**src/hdl/grs_pkg.sv**
```systemverilog
// Shared types and constants of the greedy route splitter.
`timescale 1ns / 1ps
`default_nettype none

package grs_pkg;

  // Fixed field widths of the item and result channels.
  localparam int NODE_ID_BITS = 6;
  localparam int WEIGHT_BITS  = 16;
  localparam int LOAD_BITS    = 16;
  localparam int COST_BITS    = 32;
  localparam int CFG_DATA_BITS = 32;
  localparam int CFG_IDX_BITS = 2;

  // Result queue: one tour item gives at most four results.
  localparam int RES_SLOTS     = 4;
  localparam int SLOT_CNT_BITS = 3;
  localparam int FIFO_DEPTH    = 16;
  localparam int FIFO_PTR_BITS = 4;
  localparam int FIFO_CNT_BITS = 5;

  // Register values after reset.
  localparam logic [NODE_ID_BITS-1:0] DEPOT_RESET      = 6'd0;
  localparam logic [LOAD_BITS-1:0]    CAPACITY_RESET   = 16'd10;
  localparam logic [COST_BITS-1:0]    PATH_LIMIT_RESET = 32'd80000;

  // Item operation codes.
  typedef enum logic [1:0] {
    OP_DIST   = 2'd0,
    OP_DEMAND = 2'd1,
    OP_TOUR   = 2'd2
  } op_t;

  // Configuration register indexes.
  typedef enum logic [CFG_IDX_BITS-1:0] {
    CFG_DEPOT      = 2'd0,
    CFG_CAPACITY   = 2'd1,
    CFG_PATH_LIMIT = 2'd2
  } cfg_reg_t;

  typedef struct packed {
    logic [NODE_ID_BITS-1:0] depot;
    logic [LOAD_BITS-1:0]    capacity;
    logic [COST_BITS-1:0]    path_limit;
  } cfg_t;

  typedef struct packed {
    logic [NODE_ID_BITS-1:0] node;
    logic                    last;
    logic [COST_BITS-1:0]    cost;
    logic                    sat;
  } result_t;

  // Results of one tour item, in emission order, with a mask of the used slots.
  typedef struct packed {
    logic [RES_SLOTS-1:0]  mask;
    result_t [RES_SLOTS-1:0] slot;
  } push_grp_t;

  typedef struct packed {
    logic busy;       // second read pair of a tour item is being issued
    logic finishing;  // a tour item is being completed this cycle
  } core_status_t;

endpackage

`default_nettype wire

```
**src/hdl/grs_result_fifo.sv**
```systemverilog
// Result queue: takes up to four results per cycle and releases one per cycle while it is popped.
`timescale 1ns / 1ps
`default_nettype none

module grs_result_fifo import grs_pkg::*; (
  input  logic                     clk,
  input  logic                     rst_n,
  input  push_grp_t                push,
  input  logic                     pop,
  output result_t                  head,
  output logic [FIFO_CNT_BITS-1:0] count
);

  result_t                  mem [FIFO_DEPTH];
  logic [FIFO_PTR_BITS-1:0] wr_ptr_r, rd_ptr_r;
  logic [FIFO_CNT_BITS-1:0] count_r;
  logic [SLOT_CNT_BITS-1:0] off [RES_SLOTS];
  logic [SLOT_CNT_BITS-1:0] push_n;

  // Each used slot goes to the next free place, keeping the slot order.
  always_comb begin
    push_n = '0;
    for (int i = 0; i < RES_SLOTS; i++) begin
      off[i] = push_n;
      push_n = push_n + SLOT_CNT_BITS'(push.mask[i]);
    end
  end

  always_ff @(posedge clk) begin
    for (int i = 0; i < RES_SLOTS; i++) begin
      if (push.mask[i]) begin
        mem[wr_ptr_r + FIFO_PTR_BITS'(off[i])] <= push.slot[i];
      end
    end
  end

  // Pointers and fill count.
  always_ff @(posedge clk) begin
    if (!rst_n) begin
      wr_ptr_r <= '0;
      rd_ptr_r <= '0;
      count_r  <= '0;
    end else begin
      wr_ptr_r <= wr_ptr_r + FIFO_PTR_BITS'(push_n);
      rd_ptr_r <= rd_ptr_r + FIFO_PTR_BITS'(pop);
      count_r  <= count_r + FIFO_CNT_BITS'(push_n) - FIFO_CNT_BITS'(pop);
    end
  end

  assign head  = mem[rd_ptr_r];
  assign count = count_r;

`ifndef SYNTHESIS
  a_no_overflow: assert property (@(posedge clk) disable iff (!rst_n)
    (FIFO_CNT_BITS+1)'(count_r) + (FIFO_CNT_BITS+1)'(push_n) <= (FIFO_CNT_BITS+1)'(FIFO_DEPTH))
    else $error("result queue overflow");

  a_no_underflow: assert property (@(posedge clk) disable iff (!rst_n)
    pop |-> (count_r != '0))
    else $error("result queue read while empty");

  a_fill_grows: assert property (@(posedge clk) disable iff (!rst_n)
    (!pop && (push_n != '0)) |=> (count_r > $past(count_r)))
    else $error("result queue count did not grow on a push");
`endif

endmodule

`default_nettype wire

```
**config.mk**
```make
export PLATFORM = sky130hd
export DESIGN_NAME = grs_result_fifo
export DESIGN_NICKNAME = d
export VERILOG_FILES = /design/src/hdl/grs_pkg.sv /design/src/hdl/grs_result_fifo.sv
export SDC_FILE = /design/constraint.sdc
export NUM_CORES = 2
export LEC_CHECK = 0
export BUFFER_PORTS_ARGS = -buffer_cell sky130_fd_sc_hd__buf_2
export CAP_MARGIN = 20
export CORE_MARGIN = 2
export CORE_UTILIZATION = 55
export CTS_BUF_LIST = sky130_fd_sc_hd__clkbuf_8
export DETAILED_ROUTE_END_ITERATION = 8
export GPL_TIMING_DRIVEN = 1
export HOLD_SLACK_MARGIN = 0.05
export PLACE_DENSITY = 0.73
export SLEW_MARGIN = 25
export SYNTH_ARGS = -nofsm -noshare
export SYNTH_HDL_FRONTEND = slang
export SYNTH_SLANG_ARGS = --single-unit
```
**constraint.sdc**
```tcl
create_clock -name clk -period 5.4 [get_ports clk]
set_input_delay 0.54 -clock clk [delete_from_list [all_inputs] [get_ports clk]]
set_output_delay 0.54 -clock clk [all_outputs]
set_load 0.01 [all_outputs]
```
==> run summary <==
====================================================================================
Synth Area in XOR/XNOR                                                       0.00301
Adder and majority cell fraction of the synthesized area                     0.00824
Fin worst setup slack                                                        1.13 ns
Largest stage delay on the critical path                                     0.93 ns
Worst flop-to-flop path startpoint                                       wr_ptr_r[0]
Ratio of total power to cell area                                         425 nW/µm²
GR Overflow Total                                                                  0
Share of layout cells above drive strength 1                                   0.275
Cell chain of the critical path                                         ha_1 > ha_1 > nand2b_1 > o21ai_1 > a22oi_1 > or2_4 > nand3_4 > buf_12
TritonCTS clock tree                                                           built
Setup slack of the most critical reg-to-reg path                             1.13 ns
Seq/Total Area, Yosys                                                          0.422
Crit Reg-Reg Endpoint                                                    mem[14][30]
Starting density of the core                                                   0.554
Unrepaired setup endpoints after global routing                                false
Overall routed net length                                                  188000 µm
Sort of element at the end of the critical path                             register
Path class of the lowest-slack min-delay path                                 in2reg
Data arrival time of the critical path                                       4.73 ns
Max_cap viols                                                                      0
Post-placement worst setup slack                                            0.937 ns
Horizontal die dimension                                                      294 µm
Final Hold Violating Endpoints                                                     0
DIE AREA                                                                   86300 µm²
Post-Layout Inst Area                                                      49900 µm²
Pin count of the biggest net entering global routing                              48
Setup crit start kind                                                       register
DR pass1 iterations                                                                6
Initial antenna violation count                                                    7
Ys Warns                                                                           0
Headroom to the max-slew limit                                                 0.211
Cell with the most instances on the worst path                          sky130_fd_sc_hd__ha_1
Antenna-violating nets left                                                        0
Count of input and output buffers                                                211
Number of max-slew violations in the final report                                  0
Mapped Nets                                                                     4488
Cell with the biggest individual delay on the critical path             sky130_fd_sc_hd__or2_4
Core Area                                                                  83400 µm²
Mean area per synthesized cell                                              10.8 µm²
Routed length per placed instance                                            35.3 µm
Share of the synthesized area in compound gates (AO/OA/AOI/OAI)                0.160
# rows                                                                           106
DR DRC count                                                                       0
Number of DRC markers in iteration 0                                            6707
Clock period minus worst slack                                               4.27 ns
Boundary Pins                                                                    212
Most common cell after layout, fill and taps aside                      sky130_fd_sc_hd__nor2_1
Cell taking the most area after synthesis                               sky130_fd_sc_hd__edfxtp_1
Highest-count cells in the layout ignoring fill and taps                sky130_fd_sc_hd__nor2_1, sky130_fd_sc_hd__edfxtp_1, sky130_fd_sc_hd__nor3_1, sky130_fd_sc_hd__mux2i_1, sky130_fd_sc_hd__o21ai_0
Flop and latch count out of synthesis                                            653
Depth of the critical timing path with buffers and inverters included              8
EDFF count, synth                                                                640
Vias in the first global route                                                 40.2k
Number of buffers added for setup after CTS                                        0
Placer Congestion                                                              0.993
Power after layout                                                           21.2 mW
Nets@finish                                                                     4351
Share of synthesized registers carrying an async set or reset                      0
DIE HEIGHT                                                                    294 µm
Number of buffers and inverters on the critical path                               1
Worst IR drop on VDD                                                      0.000437 V
Cell count after synthesis                                                      4293
Total via count after detailed routing                                         40.9k
Family of cells with the greatest summed delay on the critical path     simple AND/OR/NAND/NOR gates
Reg clk slew, reported paths                                                 0.06 ns
Cell area reported after detailed placement                                47900 µm²
Worst hold slack after final layout                                         0.166 ns
First-pass GRT wire length                                                 272000 µm
Post-CTS Hold Fix Bufs                                                             0
Sequential cell area                                                       19500 µm²
H-Tree Depth                                                                       3
Area of the mapped netlist                                                 46200 µm²
Dominant combinational cell family by area after synthesis              multiplexers
Static leakage power                                                         17.9 nW
Worst setup startpoint                                                   wr_ptr_r[0]
Transition time of the tightest slew-check pin                               1.18 ns
Critical path type                                                           reg2reg
Highest achievable clock rate                                                234 MHz
Root Buffer Master                                                      sky130_fd_sc_hd__clkbuf_8
Outcome                                                                 finished clean
Number of buffers inserted during clock tree synthesis                           115
Deepest clock path buffer count                                                    3
Setup Total Neg Slack                                                           0 ns
Clock tree skew after final layout                                         0.0459 ns
Total of cells resized after clock tree synthesis                                  0
Critical path capture point                                              mem[14][30]
Clk sinks                                                                        653
Number of library cell types mapped by synthesis                                  46
Yosys top cell area share                                                      0.416
Final setup violation count                                                        0
HPWL after detailed placement                                              107000 µm
Relative area change from synthesis to final layout                            8.07%
Maximum net fanout on the critical path                                           41
Multi-input gate area                                                      24700 µm²
Fill cell total of the finished layout                                          6741
Vias per std cell                                                               7.67
Share of synthesized area spent on multiplexers                                0.246
Dominant register cell in the synthesized netlist                       sky130_fd_sc_hd__edfxtp_1
Final Cycle Share                                                              0.791
Crit path required time                                                      5.86 ns
Total global routing track utilization                                         0.429
Latest clock arrival within the worst-skew pair                              0.77 ns
Share of synthesized cell area in and, or, nand and nor gates                  0.107
Synth top area cells                                                    sky130_fd_sc_hd__edfxtp_1, sky130_fd_sc_hd__mux4_2, sky130_fd_sc_hd__mux2_2, sky130_fd_sc_hd__mux2i_1, sky130_fd_sc_hd__o2bb2ai_1
Worst Reg2Reg Path Length in Cells                                                 8
====================================================================================
[metal layers]
| layer | up-vias | global-route usage | part of all wire |
|---|---|---|---|
| met2 | 3954 | 0.636 | 0.43 |
| met5 | - | 0 | 0 |
| met4 | 0 | 0.291 | 0.079 |
| li1 | 16205 | - | - |
| met1 | 19749 | 0.539 | 0.34 |
| met3 | 1008 | 0.136 | 0.15 |
[worst register-to-register path, stage by stage, from the launching register on]
cell	delay, ns
sky130_fd_sc_hd__dfxtp_1	0.60
sky130_fd_sc_hd__ha_1	0.33
sky130_fd_sc_hd__ha_1	0.32
sky130_fd_sc_hd__nand2b_1	0.23
sky130_fd_sc_hd__o21ai_1	0.34
sky130_fd_sc_hd__a22oi_1	0.47
sky130_fd_sc_hd__or2_4	0.93
sky130_fd_sc_hd__nand3_4	0.40
sky130_fd_sc_hd__buf_12	0.35
[power breakdown]
part           switching, mW  leakage [nW]  total [mW]  internal [mW]
clock                   2.23          1.22        4.21           1.99
sequential             0.423          5.97        8.14           7.72
combinational           5.90          10.7        8.84           2.95
total                   8.55          17.9        21.2           12.7
[cell families after synthesis]
group / Yosys count
xor+xnor: 15
buf+inv: 622
compound gates: 990
flops: 653
simple gates: 1142
mux: 843
fa+ha+maj: 28
[per-stage QoR]
stage,std cells,utilization
finish,5335,0.598
global route,5329,0.598
CTS,5324,0.598
detailed placement,5119,0.574
global placement,5118,0.574
floorplan,4293,-
[how the worst min path moves through the flow]
stage	start	to	slack, ns	depth (start not counted)
finish	rst_n	count[4]	0.17	2
global route	rst_n	count[1]	0.16	2
CTS	rst_n	rd_ptr_r[1]	0.14	2
detailed placement	count[0]	count[0]	0.61	2
global placement	count[0]	count[0]	0.60	2
floorplan	rd_ptr_r[0]	rd_ptr_r[0]	0.54	2
[synth_stat cells, types with 2 or more instances]
library cell / number
sky130_fd_sc_hd__nor2_1: 661
sky130_fd_sc_hd__edfxtp_1: 640
sky130_fd_sc_hd__clkbuf_1: 455
sky130_fd_sc_hd__nor3_1: 345
sky130_fd_sc_hd__mux2i_1: 322
sky130_fd_sc_hd__o21ai_0: 322
sky130_fd_sc_hd__mux2_2: 321
sky130_fd_sc_hd__o2bb2ai_1: 320
sky130_fd_sc_hd__a211oi_1: 242
sky130_fd_sc_hd__mux4_2: 200
sky130_fd_sc_hd__a211oi_2: 78
sky130_fd_sc_hd__buf_2: 73
sky130_fd_sc_hd__buf_1: 61
sky130_fd_sc_hd__nand3_1: 39
sky130_fd_sc_hd__ha_1: 24
sky130_fd_sc_hd__nand2_1: 24
sky130_fd_sc_hd__and2_1: 21
sky130_fd_sc_hd__inv_1: 19
sky130_fd_sc_hd__a21oi_1: 16
sky130_fd_sc_hd__dfxtp_1: 13
sky130_fd_sc_hd__xnor2_1: 11
sky130_fd_sc_hd__nand4_1: 10
sky130_fd_sc_hd__buf_6: 8
sky130_fd_sc_hd__nor2b_1: 8
sky130_fd_sc_hd__or3_1: 8
sky130_fd_sc_hd__or2_2: 7
sky130_fd_sc_hd__and3_1: 5
sky130_fd_sc_hd__buf_4: 5
sky130_fd_sc_hd__nand2b_1: 5
sky130_fd_sc_hd__a21o_1: 4
sky130_fd_sc_hd__fa_1: 4
sky130_fd_sc_hd__a31oi_1: 3
sky130_fd_sc_hd__nand3b_1: 3
sky130_fd_sc_hd__xor2_1: 3
sky130_fd_sc_hd__a22oi_1: 2
[cell type report]
type | instances | area share
Inverter | 20 | 0.00150
Clock inverter | 88 | 0.00727
Antenna cell | 11 | 0.000552
Timing Repair Buffer | 348 | 0.0460
Tap cell | 1080 | 0.0271
Sequential cell | 653 | 0.391
Multi-Input combinational cell | 3018 | 0.495
Clock buffer | 117 | 0.0323
[registers in the layout, indices dropped and copies added (netlist names)]
| signal | count |
|---|---|
| rd_ptr_r | 4 |
| wr_ptr_r | 4 |
| count | 5 |
| mem | 640 |
(Power assumes the default switching activity.)
